File: config.mk
export PLATFORM = sky130hd
export DESIGN_NAME = substring_search_count
export DESIGN_NICKNAME = d
export VERILOG_FILES = /design/src/rtl/sscnt_pkg.sv /design/src/rtl/sscnt_cell.sv /design/src/rtl/sscnt_ctrl.sv /design/src/rtl/substring_search_count.sv
export SDC_FILE = /design/constraint.sdc
export NUM_CORES = 1
export LEC_CHECK = 0
export ABC_AREA = 1
export BUFFER_PORTS_ARGS = -buffer_cell sky130_fd_sc_hd__buf_2
export CAP_MARGIN = 20
export CORE_ASPECT_RATIO = 1.2
export CORE_MARGIN = 5
export CORE_UTILIZATION = 50
export CTS_BUF_LIST = sky130_fd_sc_hd__clkbuf_8
export DETAILED_ROUTE_END_ITERATION = 7
export GPL_TIMING_DRIVEN = 0
export PLACE_DENSITY = 0.79
export SYNTH_ARGS = -nofsm -noshare
export SYNTH_HDL_FRONTEND = slang
export SYNTH_SLANG_ARGS = --single-unit
File: constraint.sdc
create_clock -name i_clk -period 5.52 [get_ports i_clk]
set_input_delay 0.276 -clock i_clk [delete_from_list [all_inputs] [get_ports i_clk]]
set_output_delay 0.276 -clock i_clk [all_outputs]
set_load 0.05 [all_outputs]
File: src/rtl/sscnt_pkg.sv
`timescale 1ns / 1ps

package sscnt_pkg;

    // Fixed field widths of the stream and configuration ports
    localparam int CHAR_W     = 8;
    localparam int LEN_W      = 5;
    localparam int PAT_BYTES  = 16;
    localparam int CFG_IDX_W  = 2;
    localparam int CFG_DATA_W = 64;
    localparam int OUT_W      = 32;
    localparam int S_TDATA_W  = 8;
    localparam int M_TDATA_W  = 72;

    // Configuration register indexes
    localparam logic [CFG_IDX_W-1:0] REG_PATTERN_LEN  = 2'd0;
    localparam logic [CFG_IDX_W-1:0] REG_PATTERN_LOW  = 2'd1;
    localparam logic [CFG_IDX_W-1:0] REG_PATTERN_HIGH = 2'd2;

    // One accepted request as seen by the control logic
    typedef struct packed {
        logic take;       // request accepted this cycle
        logic eot;        // request is an end-of-text marker
        logic window_eq;  // every active cell matches its pattern byte
    } t_step;

endpackage

File: src/rtl/sscnt_cell.sv
`timescale 1ns / 1ps

module sscnt_cell (
    input  logic                       i_clk,
    input  logic                       i_rst_n,
    input  logic                       i_shift,
    input  logic                       i_clear,
    input  logic [sscnt_pkg::CHAR_W-1:0] i_char,
    input  logic [sscnt_pkg::CHAR_W-1:0] i_expect,
    input  logic                       i_active,
    output logic [sscnt_pkg::CHAR_W-1:0] o_char,
    output logic                       o_eq
);
    import sscnt_pkg::*;

    logic [CHAR_W-1:0] r_char;

    // Hold one window byte, take the neighbor's byte on a shift
    always_ff @(posedge i_clk) begin
        if (!i_rst_n || i_clear) begin
            r_char <= '0;
        end else if (i_shift) begin
            r_char <= i_char;
        end
    end

    // Compare the byte that this shift brings in; inactive cells always agree
    assign o_eq   = !i_active || (i_char == i_expect);
    assign o_char = r_char;

endmodule

File: src/rtl/sscnt_ctrl.sv
`timescale 1ns / 1ps

module sscnt_ctrl #(
    parameter int MAX_PATTERN = 16,
    parameter int INDEX_BITS  = 32
) (
    input  logic                           i_clk,
    input  logic                           i_rst_n,
    input  sscnt_pkg::t_step               i_step,
    input  logic [sscnt_pkg::LEN_W-1:0]    i_len,
    input  logic                           i_out_ready,
    output logic                           o_in_ready,
    output logic                           o_valid,
    output logic                           o_match,
    output logic                           o_done,
    output logic                           o_found,
    output logic [sscnt_pkg::OUT_W-1:0]    o_first,
    output logic [sscnt_pkg::OUT_W-1:0]    o_count
);
    import sscnt_pkg::*;

    localparam int SINCE_W = $clog2(MAX_PATTERN + 1);
    localparam logic [SINCE_W-1:0] SINCE_MAX = SINCE_W'(MAX_PATTERN);

    logic [INDEX_BITS-1:0] r_pos,   n_pos;
    logic [SINCE_W-1:0]    r_since, n_since;
    logic                  r_found, n_found;
    logic [INDEX_BITS-1:0] r_first, n_first;
    logic [OUT_W-1:0]      r_count, n_count;

    logic                  r_valid;
    logic                  r_match, r_done, r_out_found;
    logic [OUT_W-1:0]      r_out_first, r_out_count;

    logic [SINCE_W-1:0]    w_since_inc;
    logic                  w_hit;
    logic [63:0]           w_first_wide;

    // Accept while the output register is empty or being drained
    assign o_in_ready = !r_valid || i_out_ready;

    // Match decision and text state update
    always_comb begin
        w_since_inc = (r_since < SINCE_MAX) ? r_since + SINCE_W'(1) : r_since;
        w_hit = (i_len != '0) && (LEN_W'(w_since_inc) >= i_len) && i_step.window_eq;

        n_pos   = r_pos;
        n_since = r_since;
        n_found = r_found;
        n_first = r_first;
        n_count = r_count;
        if (i_step.take) begin
            if (i_step.eot) begin
                n_pos   = '0;
                n_since = '0;
                n_found = 1'b0;
                n_first = '0;
                n_count = '0;
            end else begin
                n_pos   = r_pos + INDEX_BITS'(1);
                n_since = w_hit ? '0 : w_since_inc;
                if (w_hit) begin
                    if (r_count != '1) begin
                        n_count = r_count + OUT_W'(1);
                    end
                    if (!r_found) begin
                        n_found = 1'b1;
                        n_first = r_pos - INDEX_BITS'(i_len) + INDEX_BITS'(1);
                    end
                end
            end
        end
    end

    always_ff @(posedge i_clk) begin
        if (!i_rst_n) begin
            r_pos   <= '0;
            r_since <= '0;
            r_found <= 1'b0;
            r_first <= '0;
            r_count <= '0;
        end else begin
            r_pos   <= n_pos;
            r_since <= n_since;
            r_found <= n_found;
            r_first <= n_first;
            r_count <= n_count;
        end
    end

    // Output register: end of text reports totals before clearing
    always_ff @(posedge i_clk) begin
        if (!i_rst_n) begin
            r_valid <= 1'b0;
        end else if (i_step.take) begin
            r_valid <= 1'b1;
        end else if (i_out_ready) begin
            r_valid <= 1'b0;
        end
    end

    always_ff @(posedge i_clk) begin
        if (i_step.take) begin
            r_done <= i_step.eot;
            if (i_step.eot) begin
                r_match     <= 1'b0;
                r_out_found <= r_found;
                r_out_first <= r_found ? w_first_wide[OUT_W-1:0] : '0;
                r_out_count <= r_count;
            end else begin
                r_match     <= w_hit;
                r_out_found <= n_found;
                r_out_first <= n_found ? w_first_wide[OUT_W-1:0] : '0;
                r_out_count <= n_count;
            end
        end
    end

    // The first index never changes on the step that reports it, except when set
    assign w_first_wide = i_step.eot ? 64'(r_first) : 64'(n_first);

    assign o_valid = r_valid;
    assign o_match = r_match;
    assign o_done  = r_done;
    assign o_found = r_out_found;
    assign o_first = r_out_first;
    assign o_count = r_out_count;

    // End of text is reported in the next cycle and leaves a cleared text state
    a_eot_result: assert property (@(posedge i_clk) disable iff (!i_rst_n)
        i_step.take && i_step.eot |=> r_valid && r_done && !r_match
            && !r_found && (r_count == '0) && (r_pos == '0))
        else $error("end of text not reported or state not cleared");

    // A counted match implies found and a nonzero count
    a_match_found: assert property (@(posedge i_clk) disable iff (!i_rst_n)
        r_valid && r_match |-> r_out_found && (r_out_count != '0) && !r_done)
        else $error("match reported without found flag or count");

    // First index reads zero until a match is found
    a_first_zero: assert property (@(posedge i_clk) disable iff (!i_rst_n)
        r_valid && !r_out_found |-> (r_out_first == '0) && (r_out_count == '0))
        else $error("first index or count nonzero before any match");

    // The since counter is cleared on every counted match
    a_since_clear: assert property (@(posedge i_clk) disable iff (!i_rst_n)
        i_step.take && !i_step.eot && w_hit |=> (r_since == '0))
        else $error("since counter not cleared after a match");

    // The since counter never passes its saturation value
    a_since_range: assert property (@(posedge i_clk) disable iff (!i_rst_n)
        r_since <= SINCE_MAX)
        else $error("since counter out of range");

endmodule

File: src/rtl/substring_search_count.sv
`timescale 1ns / 1ps

// Streaming substring counter. Text characters enter one per cycle on the
// slave stream; tlast marks the end-of-text request, which carries no
// character. The last MAX_PATTERN characters sit in a row of cells, each
// comparing its byte with the pattern byte aligned to it, so a match is
// decided in the cycle a character is taken and its result sits in the
// output register in the cycle after. Matches are counted leftmost and
// non-overlapping; the end-of-text result reports found, first start
// index and saturating count, then clears the text state. One request is
// taken every cycle as long as the master side drains results; the input
// stalls only while the single output register holds an untaken result.
// Configuration (pattern length and the 16 pattern bytes) is to be written by the user
// through the plain write port only while the stream is idle; the block does not enforce it.
module substring_search_count #(
    parameter int MAX_PATTERN = 16,
    parameter int INDEX_BITS  = 32
) (
    input  logic                                 i_clk,
    input  logic                                 i_rst_n,
    input  logic                                 i_cfg_we,
    input  logic [sscnt_pkg::CFG_IDX_W-1:0]      i_cfg_index,
    input  logic [sscnt_pkg::CFG_DATA_W-1:0]     i_cfg_data,
    input  logic                                 s_axis_tvalid,
    output logic                                 s_axis_tready,
    // [7:0] text_char
    input  logic [sscnt_pkg::S_TDATA_W-1:0]      s_axis_tdata,
    input  logic                                 s_axis_tlast,   // end_of_text
    output logic                                 m_axis_tvalid,
    input  logic                                 m_axis_tready,
    // [0] match_here, [1] found, [33:2] first_index, [65:34] match_count, zero pad
    output logic [sscnt_pkg::M_TDATA_W-1:0]      m_axis_tdata,
    output logic                                 m_axis_tlast    // text_done
);
    import sscnt_pkg::*;

    logic [LEN_W-1:0]          r_len;
    logic [CFG_DATA_W-1:0]     r_pat_low;
    logic [CFG_DATA_W-1:0]     r_pat_high;

    logic [LEN_W-1:0]          w_act_len;
    logic [8*PAT_BYTES-1:0]    w_pat_flat;
    logic                      w_take;
    logic [CHAR_W-1:0]         w_chain [MAX_PATTERN+1];
    logic [MAX_PATTERN-1:0]    w_eq;
    t_step                     w_step;

    logic                      w_match, w_found;
    logic [OUT_W-1:0]          w_first, w_count;

    // Register writes; unknown indexes are dropped
    always_ff @(posedge i_clk) begin
        if (!i_rst_n) begin
            r_len      <= '0;
            r_pat_low  <= '0;
            r_pat_high <= '0;
        end else if (i_cfg_we) begin
            unique case (i_cfg_index)
                REG_PATTERN_LEN:  r_len      <= i_cfg_data[LEN_W-1:0];
                REG_PATTERN_LOW:  r_pat_low  <= i_cfg_data;
                REG_PATTERN_HIGH: r_pat_high <= i_cfg_data;
                default: ;
            endcase
        end
    end

    // Clamp the length to the window size
    assign w_act_len  = (r_len > LEN_W'(MAX_PATTERN)) ? LEN_W'(MAX_PATTERN) : r_len;
    assign w_pat_flat = {r_pat_high, r_pat_low};

    assign w_take   = s_axis_tvalid && s_axis_tready;
    assign w_chain[0] = s_axis_tdata[CHAR_W-1:0];

    // Row of window cells, newest character in cell 0
    for (genvar k = 0; k < MAX_PATTERN; k++) begin : g_cell
        logic [LEN_W-1:0]  w_idx;
        logic [CHAR_W-1:0] w_expect;
        logic              w_active;

        // Cell k lines up with pattern byte len-1-k
        assign w_idx    = w_act_len - LEN_W'(1) - LEN_W'(k);
        assign w_expect = w_pat_flat[w_idx[3:0]*8 +: 8];
        assign w_active = LEN_W'(k) < w_act_len;

        sscnt_cell u_cell (
            .i_clk    (i_clk),
            .i_rst_n  (i_rst_n),
            .i_shift  (w_take && !s_axis_tlast),
            .i_clear  (w_take && s_axis_tlast),
            .i_char   (w_chain[k]),
            .i_expect (w_expect),
            .i_active (w_active),
            .o_char   (w_chain[k+1]),
            .o_eq     (w_eq[k])
        );
    end

    assign w_step.take      = w_take;
    assign w_step.eot       = s_axis_tlast;
    assign w_step.window_eq = &w_eq;

    sscnt_ctrl #(
        .MAX_PATTERN (MAX_PATTERN),
        .INDEX_BITS  (INDEX_BITS)
    ) u_ctrl (
        .i_clk       (i_clk),
        .i_rst_n     (i_rst_n),
        .i_step      (w_step),
        .i_len       (w_act_len),
        .i_out_ready (m_axis_tready),
        .o_in_ready  (s_axis_tready),
        .o_valid     (m_axis_tvalid),
        .o_match     (w_match),
        .o_done      (m_axis_tlast),
        .o_found     (w_found),
        .o_first     (w_first),
        .o_count     (w_count)
    );

    // Pack the result fields, lowest first
    assign m_axis_tdata = {6'b0, w_count, w_first, w_found, w_match};

endmodule

* Word level (Yosys, flattened, before mapping)
Cells that the tools add are included.
W data, S select, Z words.
** Operators by class
- $add $sub $neg :: 21
- Order comparisons :: 19
- Eq/ne operators :: 19
- Shift operators :: 16
- Muxes and demuxes :: 24
- Reduce and logical (&&, ||, !) cells :: 49
** Operators with widths (count)
- $shiftx A128 B8 Y8 :: 16
- $mux W32 :: 14
- $eq A8 B8 Y1 :: 16
- $add A32 B1 Y32 const B :: 3
- $lt A4 B5 Y1 const A :: 8
- $ne A32 B32 Y1 const B :: 1
- $sub A32 B5 Y32 :: 1
- $sub A4 B4 Y4 const B :: 8
- $lt A3 B5 Y1 const A :: 4
- $mux W5 :: 4
- $logic_not A1 Y1 :: 19
- $logic_or A1 B1 Y1 :: 18
- $reduce_and A16 Y1 :: 1
- $sub A4 B3 Y4 const B :: 4
- $lt A1 B5 Y1 const A :: 2
- $lt A2 B5 Y1 const A :: 2
- $sub A4 B1 Y4 const B :: 2
- $sub A4 B2 Y4 const B :: 2
- $mux W1 :: 6
- $reduce_and A2 Y1 :: 3
- $add A5 B1 Y5 const B :: 1
- $ge A5 B5 Y1 :: 1
- $gt A5 B5 Y1 const B :: 1
- $logic_and A1 B1 Y1 :: 5
- other kinds (6) :: 6
** Storage, ports and cells
- Bits in registers :: 423
- Input port bits :: 80
- Word-level logic and storage cells :: 177

* Longest topological paths before layout
- Depth in word-level cells :: 15
- Depth in mapped cells :: 34

* Hierarchy
Synthesis repeated with hierarchy kept, for this count alone.
** Second synthesis, totals
- Cells, all modules :: 5076
- Area, all modules :: 30613.1 um^2
** By module, submodules not included
- substring_search_count :: times used 1, cells each 2393, area an instance 12366.9 um^2
- sscnt_ctrl :: times used 1, cells each 1707, area an instance 11459.7 um^2
- sscnt_cell :: times used 16, cells each 61, area an instance 424.2 um^2

* Least setup slack after synthesis
No wires, ideal clock.
- Path type :: register to register
- Start point :: register r_len[4]
- End point :: register u_ctrl.r_out_count[10] (netlist: u_ctrl.o_count[10]) (data pin)
- Arrival :: 3.876 ns
- Required time :: 5.262 ns
- Setup slack :: 1.387 ns
- Stages on the path, launching flop included :: 31
- Clock period less this slack :: 4.133 ns
- Path through :: dfxtp_1 -> buf_4 -> nor2_1 -> inv_2 -> buf_2 -> buf_2 -> ha_1 -> inv_1 -> clkbuf_1 -> buf_1 -> nand3_1 -> nand2_1 -> nand3_1 -> nand3_1 -> nand2_1 -> nand2_1 -> nand2_1 -> inv_1 -> nand2_1 -> nor2_1 -> nand2_1 -> nand2_1 -> nand2_1 -> nor2_1 -> nand3_1 -> nor2_4 -> buf_6 -> buf_4 -> nand4_1 -> nand4_1 -> nand2_1
** On the way
- Cells in the longest elaborated chain, start to end :: 13
- Elaborated cells on any way between the ends :: 107
** Ends and longest elaborated chain
- start, declared :: RTL line substring_search_count.sv:37 : logic [LEN_W-1:0] r_len;
- start signal, assigned :: RTL line substring_search_count.sv:59 : REG_PATTERN_LEN: r_len <= i_cfg_data[LEN_W-1:0];
- $gt A5 B5 Y1 :: RTL line substring_search_count.sv:68 : assign w_act_len = (r_len > LEN_W'(MAX_PATTERN)) ? LEN_W'(MAX_PATTERN) : r_len;
- $mux W5 * :: RTL line substring_search_count.sv:68
- $sub A4 B1 Y4 :: RTL line substring_search_count.sv:81 : assign w_idx = w_act_len - LEN_W'(1) - LEN_W'(k);
- $sub A4 B1 Y4 (tied with other cells) :: RTL line substring_search_count.sv:81
- $shiftx A128 B8 Y8 :: RTL line substring_search_count.sv:82 : assign w_expect = w_pat_flat[w_idx[3:0]*8 +: 8];
- $eq A8 B8 Y1 :: RTL line sscnt_cell.sv:28 : assign o_eq = !i_active || (i_char == i_expect);
- $logic_or A1 B1 Y1 :: RTL line sscnt_cell.sv:28
- $reduce_and A16 Y1 :: RTL line substring_search_count.sv:100 : assign w_step.window_eq = &w_eq;
- $logic_and A1 B1 Y1 * :: RTL line sscnt_ctrl.sv:45 : w_hit = (i_len != '0) && (LEN_W'(w_since_inc) >= i_len) && i_step.window_eq;
- $mux W32 * :: RTL line sscnt_ctrl.sv:62 : if (w_hit) begin
- $mux W32 * :: RTL line sscnt_ctrl.sv:53 : if (i_step.eot) begin
- $mux W32 * :: RTL line sscnt_ctrl.sv:52 : if (i_step.take) begin
- $mux W32 * :: RTL line sscnt_ctrl.sv:105 : if (i_step.eot) begin
- end signal, assigned :: RTL line sscnt_ctrl.sv:109 : r_out_count <= r_count;
- end signal, assigned :: RTL line sscnt_ctrl.sv:114 : r_out_count <= n_count;
- end, declared :: RTL line sscnt_ctrl.sv:33 : logic [OUT_W-1:0] r_out_first, r_out_count;
Every way passes the cells marked *; elsewhere a longest branch is shown, timed or not.
A chain may end at the register's enable or synchronous reset.

* Worst setup path in the final report
- Start point :: register r_len[1]
- End point :: register u_ctrl.r_out_count[3] (netlist: u_ctrl.o_count[3]) (data pin)
The elaborated chain is that of the path after synthesis.

==> impl_summary.log <==
INFO  metric number_of_cells_produced_by_synthesis = 4701
INFO  metric rows = 96
INFO  metric die_area = just over 60000 um2
INFO  metric post-cts-setup-buffers = 0
INFO  metric synth_cell_type_count = 44
INFO  metric initial_core_util = 50.2%
INFO  metric tritoncts = done
INFO  metric max_cap_viol_count = 0
INFO  metric synth_enable_flop_cells = 67
INFO  metric cp.required = 5.93 ns
INFO  metric result_of_the_run = complete, but fails checks
INFO  metric worst_r2r_path_depth = 28
INFO  metric floorplan.die.width = 228 um
INFO  metric hold_viol = 0
INFO  metric route.detailed.drc = 12
INFO  metric antenna_found_initial = 3
INFO  metric most_common_cell_in_the_synthesized_netlist = sky130_fd_sc_hd__nand2_1
INFO  metric maximum_count_of_clock_buffers_along_a_single_path = 3
INFO  metric filler_cell_count = about 5600
INFO  metric grt_first_pass_wirelength = between 200 and 250 mm
INFO  metric first_global_vias = around 32000
INFO  metric avgViaCountPerCell = about 6
INFO  metric synth.avg_cell_area = 6.08 um2
INFO  metric setup.worst_path.end_class = flop
INFO  metric antenna_violating_nets_post_route = 0
INFO  metric number_of_max_slew_violations_in_the_final_report = 0
INFO  metric hpwlAfterDp = 119 mm
INFO  metric timing.setup.critical_path_class = reg2reg
INFO  metric leakage_power = ~15 nW
INFO  metric min_period = approximately 5.5 ns
INFO  metric synth_top_cells_by_count = sky130_fd_sc_hd__nand2_1 (1630), sky130_fd_sc_hd__nand3_1 (728), sky130_fd_sc_hd__inv_1 (409)
INFO  metric timing.final.crit_share = 98.9%
INFO  metric synth.yosys.seq_area_share = about a third
INFO  metric power_per_cell_area = between 200 and 300 nW/um2
INFO  metric critical_path.max_stage_delay = 0.54 ns
INFO  metric tritoncts_num_sinks = ~420
INFO  metric hold_start = s_axis_tdata[5]
INFO  metric clock_latency = roughly 0.7 ns
INFO  metric share_of_synthesized_registers_carrying_an_async_set_or_reset = 0%
INFO  metric summed_instance_area_of_the_synthesized_netlist = 28600 um2
INFO  metric grt_usage = a little under half
INFO  metric ys_ff_latch = 423
INFO  metric detail_route.wl_per_cell = around 26 um
INFO  metric port-buffer-count = 147
INFO  metric global_route.overflow_total = 0
INFO  metric drt-total-wl = 151 mm
INFO  metric dp.cells = 5589
INFO  metric setup_ws = between 0.06 and 0.07 ns
INFO  metric clk_root_buffer_cell = sky130_fd_sc_hd__clkbuf_8
INFO  metric vias = approximately 35000
INFO  metric cts.htree.levels = 3
INFO  metric layoutNonFillerInstCount = about 5800
INFO  metric whs_endpoint = g_cell[0].u_cell.o_char[5]
INFO  metric max-vdd-ir-drop = between 200 and 250 uV
INFO  metric max_slew_margin = 22.3%
INFO  metric proportion_of_layout_cells_with_a_drive_suffix_above_1 = 8.17%
INFO  metric yosys-top-cells-area = sky130_fd_sc_hd__dfxtp_1 (25%), sky130_fd_sc_hd__nand2_1 (21%), sky130_fd_sc_hd__nand3_1 (13%)
INFO  metric worst_flop_to_flop_path_startpoint = r_len[1]
INFO  metric gp_congestion = 1.16
INFO  metric tightestPinTransition = 1.17 ns
INFO  metric critical_path.reg2reg.endpoint = u_ctrl.o_count[3]
INFO  metric fp.dieH = 272 um
INFO  metric drt_iter0_markers = around 5000
INFO  metric tritoncts.num_buffers = 72
INFO  metric failed_checks = design-rule violations
INFO  metric area_growth = 14.2%
INFO  metric ys.warnings.count = 0
INFO  metric critical_path_peak_fanout = 12
INFO  metric fin_skew = ~0.042 ns
INFO  metric min_path_cells = 3
INFO  metric slowest_stage = sky130_fd_sc_hd__ha_2
INFO  metric arrival = 5.86 ns
INFO  metric r2r_setup_slack = 0.06 ns
INFO  metric crit_top_cell = sky130_fd_sc_hd__nand2_1
INFO  metric synth_top_flop_cell = sky130_fd_sc_hd__dfxtp_1
INFO  metric layout.nets = 5153
INFO  metric design.portCount = roughly 160
INFO  metric clock_pin_slew_on_the_worst_setup_and_hold_paths = 0.06 ns
INFO  metric setup_viol = 0
INFO  metric setup_repair_after_global_routing_missed_its_margin = no
INFO  metric dr.pass1.iters = 8
INFO  metric post-place-ws = -0.726 ns
INFO  metric core_area = 56900 um2
INFO  metric maxClockFrequency = 183 MHz
INFO  metric yosysTopAreaCell = sky130_fd_sc_hd__dfxtp_1
INFO  metric synth_top_cell_area_share = between 20 and 25%
INFO  metric worst_setup_path_start_kind = flop
INFO  metric grt_start_max_net_pins = between 60 and 70
INFO  metric min-delay-path-class = in2reg
per-layer routing:
| layer | GRT usage, % | vias up | wire (um) | share of wire (%) |
|---|---|---|---|---|
| met5 | 0 | - | 13 | 0.0086 |
| met4 | 35.1 | 2 | 14400 | 9.5 |
| met2 | 68.7 | 2525 | 62100 | 41 |
| met3 | 12.9 | 616 | 19200 | 13 |
| met1 | 57.0 | 16300 | 54800 | 36 |
| li1 | - | 16000 | - | - |
cell type report:
class,count,area [um2],area share (%)
Multi-Input combinational cell,3596,16800,51.4
Sequential cell,423,9140,28.0
Inverter,420,1580,4.83
Timing Repair Buffer,223,1520,4.66
Buffer,266,1250,3.83
Clock buffer,85,1170,3.58
Tap cell,735,920,2.82
Clock inverter,42,269,0.824
Antenna cell,1,2.50,0.00767
critical path, delay by kind of cell, from the launching register on:
family          cells  cell delay (ns)
compound gates      1             0.33
flops               1             0.44
buf+inv             7             1.52
fa+ha+maj           1             0.54
simple gates       19             2.32
state kept, by name, indices dropped and copies added (netlist names), 32 cells and up:
signal / cells
g_cell.u_cell.o_char: 120
r_pat_high: 64
r_pat_low: 64
u_ctrl.o_count: 32
u_ctrl.o_first: 32
u_ctrl.r_count: 32
u_ctrl.r_first: 32
u_ctrl.r_pos: 32
power by group:
group | internal (mW) | total (mW) | switching [mW]
Sequential | 3.26 | 3.42 | 0.157
Combinational | 0.835 | 3.10 | 2.27
Clock | 1.51 | 2.95 | 1.44
cells by family (layout without fill, tap and decap cells):
kind of cell / after synthesis / after routing / synth area share (%)
compound gates: 772 / 772 / 14.0
xor+xnor: 33 / 33 / 1.08
fa+ha+maj: 71 / 71 / 3.13
buf+inv: 687 / 1036 / 9.67
flops: 423 / 423 / 32.0
mux: 17 / 17 / 0.595
other cells: 1 / 7 / 0.0131
simple gates: 2697 / 2697 / 39.5
per-stage QoR:
stage | area, um2 | hold slack (ns) | TNS, ns | util (%) | total power, mW
finish | 32600 | 0.0767 | 0 | 57.3 | 9.47
global route | 32600 | 0.0911 | 0 | 57.3 | 9.80
CTS | 32500 | 0.0378 | 0 | 57.1 | 9.27
detailed placement | 30300 | 0.461 | -49.54 | 53.2 | 6.34
global placement | 30300 | 0.457 | -53.83 | 53.1 | 6.32
floorplan | 28600 | 0.375 | 0 | - | 5.27
timing repair:
| item | CTS | global route |
|---|---|---|
| setup endpoints to repair | 136 | 134 |
| resized for setup | 25 | 46 |
| endpoints found under the hold margin | 135 | 0 |
| hold buffers | 73 | 0 |
| pin swaps | 0 | 0 |
| cloned | 0 | 0 |
placed cells by master (no fill, tap or decap), types with 6 or more instances in the layout:
cell / netlist / final
sky130_fd_sc_hd__nand4_1: 46 / 46
sky130_fd_sc_hd__xnor2_1: 13 / 13
sky130_fd_sc_hd__o21ai_1: 17 / 16
sky130_fd_sc_hd__o21ai_0: 318 / 315
sky130_fd_sc_hd__nand2_2: 12 / 20
sky130_fd_sc_hd__mux2i_1: 17 / 17
sky130_fd_sc_hd__or2_2: 6 / 6
sky130_fd_sc_hd__nand3_1: 728 / 725
sky130_fd_sc_hd__xor2_1: 19 / 19
sky130_fd_sc_hd__nand2_1: 1630 / 1622
sky130_fd_sc_hd__dfxtp_1: 356 / 356
sky130_fd_sc_hd__clkbuf_4: 0 / 12
sky130_fd_sc_hd__buf_2: 60 / 202
sky130_fd_sc_hd__inv_2: 11 / 11
sky130_fd_sc_hd__buf_4: 21 / 24
sky130_fd_sc_hd__edfxtp_1: 67 / 67
sky130_fd_sc_hd__buf_6: 4 / 6
sky130_fd_sc_hd__o21a_1: 7 / 7
sky130_fd_sc_hd__o211ai_1: 29 / 29
sky130_fd_sc_hd__inv_1: 409 / 431
sky130_fd_sc_hd__conb_1: 1 / 6
sky130_fd_sc_hd__clkbuf_2: 0 / 7
sky130_fd_sc_hd__buf_1: 28 / 18
sky130_fd_sc_hd__clkinv_2: 0 / 9
sky130_fd_sc_hd__dlygate4sd3_1: 0 / 73
sky130_fd_sc_hd__a31oi_1: 10 / 10
sky130_fd_sc_hd__nand3b_1: 7 / 7
sky130_fd_sc_hd__ha_1: 70 / 68
sky130_fd_sc_hd__nor2_1: 232 / 230
sky130_fd_sc_hd__clkbuf_8: 0 / 85
sky130_fd_sc_hd__a21oi_1: 376 / 371
sky130_fd_sc_hd__clkbuf_1: 154 / 145
sky130_fd_sc_hd__nor3_1: 27 / 27
how the worst max path moves through the flow:
stage	startpoint	to	cells past startpoint
floorplan	r_len[4]	u_ctrl.o_count[10]	30
global placement	r_len[4]	u_ctrl.o_first[10]	26
detailed placement	r_len[4]	u_ctrl.o_first[10]	26
CTS	r_len[4]	u_ctrl.o_first[8]	29
global route	r_len[4]	u_ctrl.o_count[25]	31
finish	r_len[1]	u_ctrl.o_count[3]	28
No activity file was read; power rests on OpenSTA's default activity.
